==> src/design/nrm_pkg.sv <==
// ----------------------------------------------------------------------------
// nrm_pkg
// Shared types and constants of the normal density / cumulative table block.
// ----------------------------------------------------------------------------
`default_nettype none

package nrm_pkg;

    // Fixed-point formats
    localparam int FRAC_BITS  = 16;
    localparam int STEP_FRAC  = 8;
    localparam int POS_FRAC   = FRAC_BITS + STEP_FRAC;
    localparam int FIELD_W    = 24;
    localparam int MAG_W      = 24;
    localparam int SIGMA_W    = 23;
    localparam int Q_W        = 22;
    localparam int HEAD_SHIFT = Q_W - FRAC_BITS;
    localparam int RANGE_W    = 22;
    localparam int STEP_W     = 24;
    localparam int POS_W      = Q_W + STEP_W;
    localparam int IDXF_W     = POS_W - POS_FRAC;
    localparam int ENTRY_W    = 17;
    localparam int LIDX_W     = 12;
    localparam int PROD_W     = (ENTRY_W + 1) + (POS_FRAC + 1);
    localparam int ACC_W      = PROD_W + 2;

    localparam logic [RANGE_W-1:0] RANGE_CAP     = RANGE_W'(39 << FRAC_BITS);
    localparam logic [ENTRY_W-1:0] PROB_ONE      = ENTRY_W'(1 << FRAC_BITS);
    localparam logic [RANGE_W-1:0] RANGE_RESET   = RANGE_W'(393216);
    localparam logic [STEP_W-1:0]  STEP_RESET    = STEP_W'(25600);

    // Item modes
    localparam logic [1:0] MODE_LOAD_PDF = 2'd0;
    localparam logic [1:0] MODE_LOAD_CDF = 2'd1;
    localparam logic [1:0] MODE_PDF      = 2'd2;
    localparam logic [1:0] MODE_CDF      = 2'd3;

    // Result status
    localparam logic [1:0] STAT_OK       = 2'd0;
    localparam logic [1:0] STAT_SAT      = 2'd1;
    localparam logic [1:0] STAT_BAD_SIG  = 2'd2;
    localparam logic [1:0] STAT_LOAD_ACK = 2'd3;

    // Configuration register indexes
    localparam logic CFG_RANGE = 1'b0;
    localparam logic CFG_STEP  = 1'b1;

    // Control that travels with each item
    typedef struct packed {
        logic                valid;
        logic [1:0]          mode;
        logic                neg;
        logic                bad;
        logic                tail;
        logic [LIDX_W-1:0]   ld_idx;
        logic [ENTRY_W-1:0]  ld_val;
    } ctrl_t;

endpackage

`default_nettype wire

==> src/design/nrm_div.sv <==
// ----------------------------------------------------------------------------
// nrm_div
// Pipelined restoring divider: one quotient bit per stage, Q_W stages.
// ----------------------------------------------------------------------------
`default_nettype none

module nrm_div
    import nrm_pkg::*;
(
    input  wire logic               clk,
    input  wire logic               rst_n,
    input  wire ctrl_t              c_in,
    input  wire logic [MAG_W-1:0]   mag,
    input  wire logic [SIGMA_W-1:0] sigma,
    output ctrl_t                   c_out,
    output logic      [Q_W-1:0]     quot
);

    logic [SIGMA_W-1:0] r_in   [Q_W];
    logic [Q_W-1:0]     w_in   [Q_W];
    logic [SIGMA_W-1:0] s_in   [Q_W];
    ctrl_t              c_src  [Q_W];
    logic [SIGMA_W-1:0] r_reg  [Q_W];
    logic [Q_W-1:0]     w_reg  [Q_W];
    logic [SIGMA_W-1:0] s_reg  [Q_W];
    ctrl_t              c_reg  [Q_W];

    genvar i;
    generate
        for (i = 0; i < Q_W; i++)
        begin : g_stage
            logic [SIGMA_W:0]   trial;
            logic               fits;
            logic [SIGMA_W-1:0] r_next;
            logic [Q_W-1:0]     w_next;

            // Feed the first stage from the item, the rest from the stage before
            if (i == 0)
            begin : g_head
                assign r_in[i]  = SIGMA_W'(mag >> HEAD_SHIFT);
                assign w_in[i]  = {mag[HEAD_SHIFT-1:0], {FRAC_BITS{1'b0}}};
                assign s_in[i]  = sigma;
                assign c_src[i] = c_in;
            end
            else
            begin : g_body
                assign r_in[i]  = r_reg[i-1];
                assign w_in[i]  = w_reg[i-1];
                assign s_in[i]  = s_reg[i-1];
                assign c_src[i] = c_reg[i-1];
            end

            // Shift in the next dividend bit, subtract when the divisor fits
            assign trial  = {r_in[i], w_in[i][Q_W-1]};
            assign fits   = trial >= {1'b0, s_in[i]};
            assign r_next = fits ? SIGMA_W'(trial - {1'b0, s_in[i]}) : SIGMA_W'(trial);
            assign w_next = {w_in[i][Q_W-2:0], fits};

            always_ff @(posedge clk or negedge rst_n)
            begin
                if (!rst_n)
                begin
                    c_reg[i] <= '0;
                end
                else
                begin
                    c_reg[i] <= c_src[i];
                end
            end

            always_ff @(posedge clk)
            begin
                r_reg[i] <= r_next;
                w_reg[i] <= w_next;
                s_reg[i] <= s_in[i];
            end
        end
    endgenerate

    assign c_out = c_reg[Q_W-1];
    assign quot  = w_reg[Q_W-1];

endmodule

`default_nettype wire

==> config.mk <==
export PLATFORM = sky130hd
export DESIGN_NAME = nrm_div
export DESIGN_NICKNAME = d
export VERILOG_FILES = /design/src/design/nrm_pkg.sv /design/src/design/nrm_div.sv
export SDC_FILE = /design/constraint.sdc
export NUM_CORES = 2
export LEC_CHECK = 0
export ABC_AREA = 1
export BUFFER_PORTS_ARGS = -buffer_cell sky130_fd_sc_hd__buf_2
export CORE_MARGIN = 5
export CORE_UTILIZATION = 35
export CTS_CLUSTER_DIAMETER = 50
export CTS_CLUSTER_SIZE = 30
export DETAILED_ROUTE_END_ITERATION = 6
export PLACE_DENSITY = 0.49
export SETUP_SLACK_MARGIN = 0.1
export SLEW_MARGIN = 15
export SYNTH_ARGS = -nofsm -noshare
export SYNTH_HDL_FRONTEND = slang
export SYNTH_SLANG_ARGS = --single-unit
export TNS_END_PERCENT = 10
==> constraint.sdc <==
create_clock -name clk -period 4.4 [get_ports clk]
set_clock_uncertainty 0.15 [all_clocks]
set_input_delay 0.22 -clock clk [delete_from_list [all_inputs] [get_ports clk]]
set_output_delay 0.22 -clock clk [all_outputs]
set_load 0.02 [all_outputs]
; ---- After elaboration in Yosys (flattened, before gate mapping)
; Memory sizes are Yosys's and may differ from the RTL's.
; Cells that the tools add are included.
[word_totals]
regBits = 770
ramBits = 1496
inputBits = 84
output_inout_bits = 57
word_cells = 223
n_memories = 3
[mem_list]
columns = name, words, word_bits, rd, rd_ports_with_merged_regs, wr, line_no
row1 = r_reg, 22, 23, 21, 0, 22, nrm_div.sv:23  ; logic [SIGMA_W-1:0] r_reg [Q_W];
row2 = s_reg, 22, 23, 21, 0, 22, nrm_div.sv:25  ; logic [SIGMA_W-1:0] s_reg [Q_W];
row3 = w_reg, 22, 22, 22, 0, 22, nrm_div.sv:24  ; logic [Q_W-1:0] w_reg [Q_W];
[classes]
add_sub_neg = 22
magnitude_cmp = 22
mux = 22
[ops]
columns = operator, n
row1 = 23-bit 2-to-1 mux, 22
row2 = 24-bit by 23-bit >= comparator with 1-bit output, 21
row3 = 23-bit subtractor, 21
row4 = 19-bit by 23-bit >= comparator with 1-bit output, 1
row5 = 19-bit by 23-bit subtractor with 23-bit output, 1

; ---- Logic depth before layout (Yosys ltp)
; An unclocked memory read counts as a cell.
[logic_depth]
depth_word = 3
mapped_depth = 15
depth_no_buf = 15

; ---- Worst setup path after synthesis
; No wires, ideal clock.
[synth_timing]
kind = register to register
startpoint = mem w_reg[1][21] (netlist: w_reg[0][43])
endpoint = mem r_reg[2][19] (netlist: r_reg[0][65])
setup_time_ps = 113
arrival_time_ps = 1762
required_ps = 4137
setup_slack_ps = 2375
stages_incl_launch_ff = 13
path_buffers = 1
synth_period_minus_slack_ps = 2025
cell_sequence = dfxtp_1 > inv_1 > ha_1 > fa_1 > inv_1 > nand2_1 > nand2_1 > nand3_1 > nand2_1 > nand2_1 > buf_1 > nand4_1 > nand2_1
[synth_lines]
columns = item, line_no
row1 = "start, declared", nrm_div.sv:24
row2 = "end, declared", nrm_div.sv:23

==> qor.csv <==
metric,value,unit
TNS Setup,0,ns
I/O Buffers,140,
CTS tree,done,
total gr overflow,0,
hpwl dp,191600,µm
"EDFF count, synth",0,
worst path required time,4.95,ns
sequential power share,0.333,
count of different cell masters after synthesis,41,
post-route cell area,103600,µm²
RSZ-0062 raised after global routing,no,
die height,514.6,µm
GP Congestion,0.9069,
global-route wire length before repair,378400,µm
fin nets,12315,
1st-iter DRT viols,4449,
H-tree lvl count,4,
final WL,240900,µm
share of layout cells above drive strength 1,0.06587,
Setup-failing EPs final,0,
GR Util All Layers,0.1801,
maximum clock frequency,317.4,MHz
minimum clock period,3.151,ns
Cell Pwr Density,722.5,nW/µm²
actual slew at the worst max-slew pin,0.7210,ns
cell family contributing the most delay on the critical path,simple AND/OR/NAND/NOR gates,
"FF+latch count, synth",2004,
Leakage,55.28,nW
"Worst Path Class, Setup",flip-flop to flip-flop,
status,completed,
Mean Syn Cell Area,7.890,µm²
Largest register FFs,735,
Post-DP Area,93030,µm²
number of global-route vias before repair,67368,
Critical Path AT,3.70,ns
"Hold Vio Cnt, Final",0,
sw frac,0.4197,
full die area,264800,µm²
Sink Count,2004,
fin crit share,0.7161,
clock insertion delay at the later pin of the skew report,0.91,ns
internal power,43.44,mW
Synth Instances,11294,
"Top FF cell, synth",dfxtp_1,
first-pass iteration count of the detailed router,6,
routed vias,68258,
wire per inst,15.76,µm
mapped cell area,89110,µm²
# Post-CTS Setup Buffers,0,
worst hold path class,flip-flop to flip-flop,
CP cell instances,inv_1 -> ha_1 -> nand2_1 -> nor2_1 -> nand2_1 -> inv_1 -> nand2_1 -> nand4_4 -> o21ai_1,
Vias/cell,4.465,
maximum root-to-sink buffer count,3,
I/O pins,141,
# rows,185,
Net Sw Power,31.42,mW
synth warn,0,
antenna violations before repair,22,
largest net degree at the start of global routing,114,
Slew headroom,0.5184,
slowest library cell on the worst path,dfxtp_1,
Syn Nets,11900,
CORE AREA,253700,µm²
"antenna viol nets, final",0,
Comb pwr share,0.389,
post-cts resize count,0,
Startpoint Class,flip-flop,
worst hold slack,0.07527,ns
worst-path fanout max,34,
Crit. End Element,flip-flop,
"Reg clk slew, reported paths",0.08,ns
clock power share,0.278,
CP max stage delay,0.62,ns
Root Buffer,clkbuf_16,
Worst VDD drop,0.4324,mV
maxcap violations,0,
Buf/Inv on CP,2,
CTS Hold Bufs,184,
CTS Buf Count,231,
sequential share of the synthesized area,0.4934,
"Async S/R FF share, synth",0.3842,
Initial Util,0.3513,
"Top cell by count, worst path",nand2_1,
max-slew violations,0,
DRC viols,0,
Die W,514.6,µm
layout overhead on the synthesized area,16.28,%
==> per-layer routing <==
metal / vias to the layer above / part of all wire / GRT usage
li1: 35314 / - / -
met3: 409 / 0.044 / 0.02376
met5: - / 0 / 0
met2: 1361 / 0.47 / 0.3031
met4: 0 / 0.033 / 0.05742
met1: 31174 / 0.46 / 0.2403
==> cells by family after synthesis <==
| logic type | count (synthesis) | share of synthesized area |
|---|---|---|
| XOR/XNOR | 204 | 0.02005 |
| adder cells (fa/ha/maj) | 522 | 0.07506 |
| buffers and inverters | 2485 | 0.1119 |
| AO/OA/AOI/OAI | 487 | 0.02843 |
| flip-flops | 2004 | 0.4934 |
| AND/OR/NAND/NOR | 5592 | 0.2711 |
==> area by class of cell <==
class / count / area, µm²
antenna: 3 / 7.507
clock buffer: 247 / 5941
clock inverter: 194 / 2788
fill: 25847 / 150100
inverter: 2325 / 8727
multi-input combinational: 6805 / 35170
sequential: 2004 / 43970
tap: 3366 / 4212
timing repair buffer: 342 / 2805
==> layout by cell type (no fill, tap or decap), types with 16 or more instances in the layout <==
cell type | synthesis | final
fa_1 | 21 | 21
nand4_1 | 344 | 344
ha_1 | 501 | 501
nand2_1 | 3668 | 3668
clkinv_4 | 0 | 18
nor2_2 | 26 | 26
inv_8 | 0 | 34
dfrtp_1 | 770 | 770
nand2_2 | 63 | 63
nand3b_1 | 119 | 119
clkbuf_16 | 0 | 231
dfxtp_1 | 1234 | 1234
clkinv_8 | 0 | 30
inv_1 | 2312 | 2312
nor3_1 | 51 | 51
nand3_1 | 575 | 575
inv_12 | 0 | 27
and2_1 | 48 | 48
nand3_2 | 30 | 30
inv_6 | 0 | 29
nand4_4 | 21 | 21
a21oi_1 | 240 | 240
o21ai_1 | 204 | 204
o21ai_2 | 20 | 20
dlygate4sd3_1 | 0 | 183
buf_2 | 22 | 139
xor2_1 | 194 | 194
nor2_1 | 608 | 608
nor2_4 | 16 | 16
==> through the flow <==
| step | cells | setup WS (ns) | power (mW) | util |
|---|---|---|---|---|
| floorplan | 11294 | 2.375 | 46.16 | - |
| global placement | 14658 | 1.190 | 54.25 | 0.3667 |
| detailed placement | 14658 | 1.199 | 54.31 | 0.3667 |
| CTS | 15283 | 1.167 | 75.78 | 0.4084 |
| global route | 15284 | 0.9812 | 80.98 | 0.4084 |
| finish | 15286 | 1.249 | 74.86 | 0.4085 |
==> power by group through the flow <==
stage / Sequential [mW] / Combinational [mW] / Clock (mW)
4_1_cts: 25.1 / 29.2 / 21.5
3_5_place_dp: 25.4 / 28.9 / 0
5_1_grt: 25.3 / 33.4 / 22.3
6_report: 24.9 / 29.2 / 20.8
3_3_place_gp: 25.5 / 28.8 / 0
2_1_floorplan: 23.7 / 22.5 / 0
==> final timing paths <==
check                                      startpoint                    end  slack (ns)  cells after the start
worst max-delay path            s_reg[1][132]$_DFF_P_  r_reg[1][148]$_DFF_P_        1.25                      9
worst min-delay path             c_reg[123]$_DFF_PN0_    c_reg[88]$_DFF_PN0_        0.08                      0
worst max register to register  s_reg[1][132]$_DFF_P_  r_reg[1][148]$_DFF_P_        1.25                      9
worst min register to register   c_reg[123]$_DFF_PN0_    c_reg[88]$_DFF_PN0_        0.08                      0
max in group asynchronous                       rst_n   c_reg[265]$_DFF_PN0_        3.02                      5
min in group asynchronous                       rst_n   c_reg[660]$_DFF_PN0_        0.33                      4
==> cell usage after synthesis, types with 2 or more instances <==
library cell  number  area [µm²]
inv_1           2312        8678
dfrtp_1          770       19270
o21bai_1           3       22.52
nand3b_1         119       893.4
a21oi_1          240        1201
buf_2             22       110.1
o21ai_2           20       175.2
nand4_1          344        2152
inv_2             13       48.80
or2_0              6       37.54
buf_6             60       675.7
nor2_1           608        2282
nand2_2           63       394.1
fa_1              21       420.4
dfxtp_1         1234       24700
nand2_1         3668       13770
nand3_1          575        2878
buf_1             11       41.29
and2_1            48       300.3
xnor2_1           10       87.58
o21ai_0           14       70.07
nor2_2            26       162.7
clkbuf_1          29       108.9
buf_4             35       262.8
or2_1             14       87.58
ha_1             501        6269
nand3_2           30       300.3
nand4_4           21       446.7
buf_8              3       45.04
o21a_1             2       15.01
nor3_1            51       255.2
o21ai_1          204        1021
xor2_1           194        1699
nor2_4            16       180.2
No activity file was read; power rests on OpenSTA's default activity.
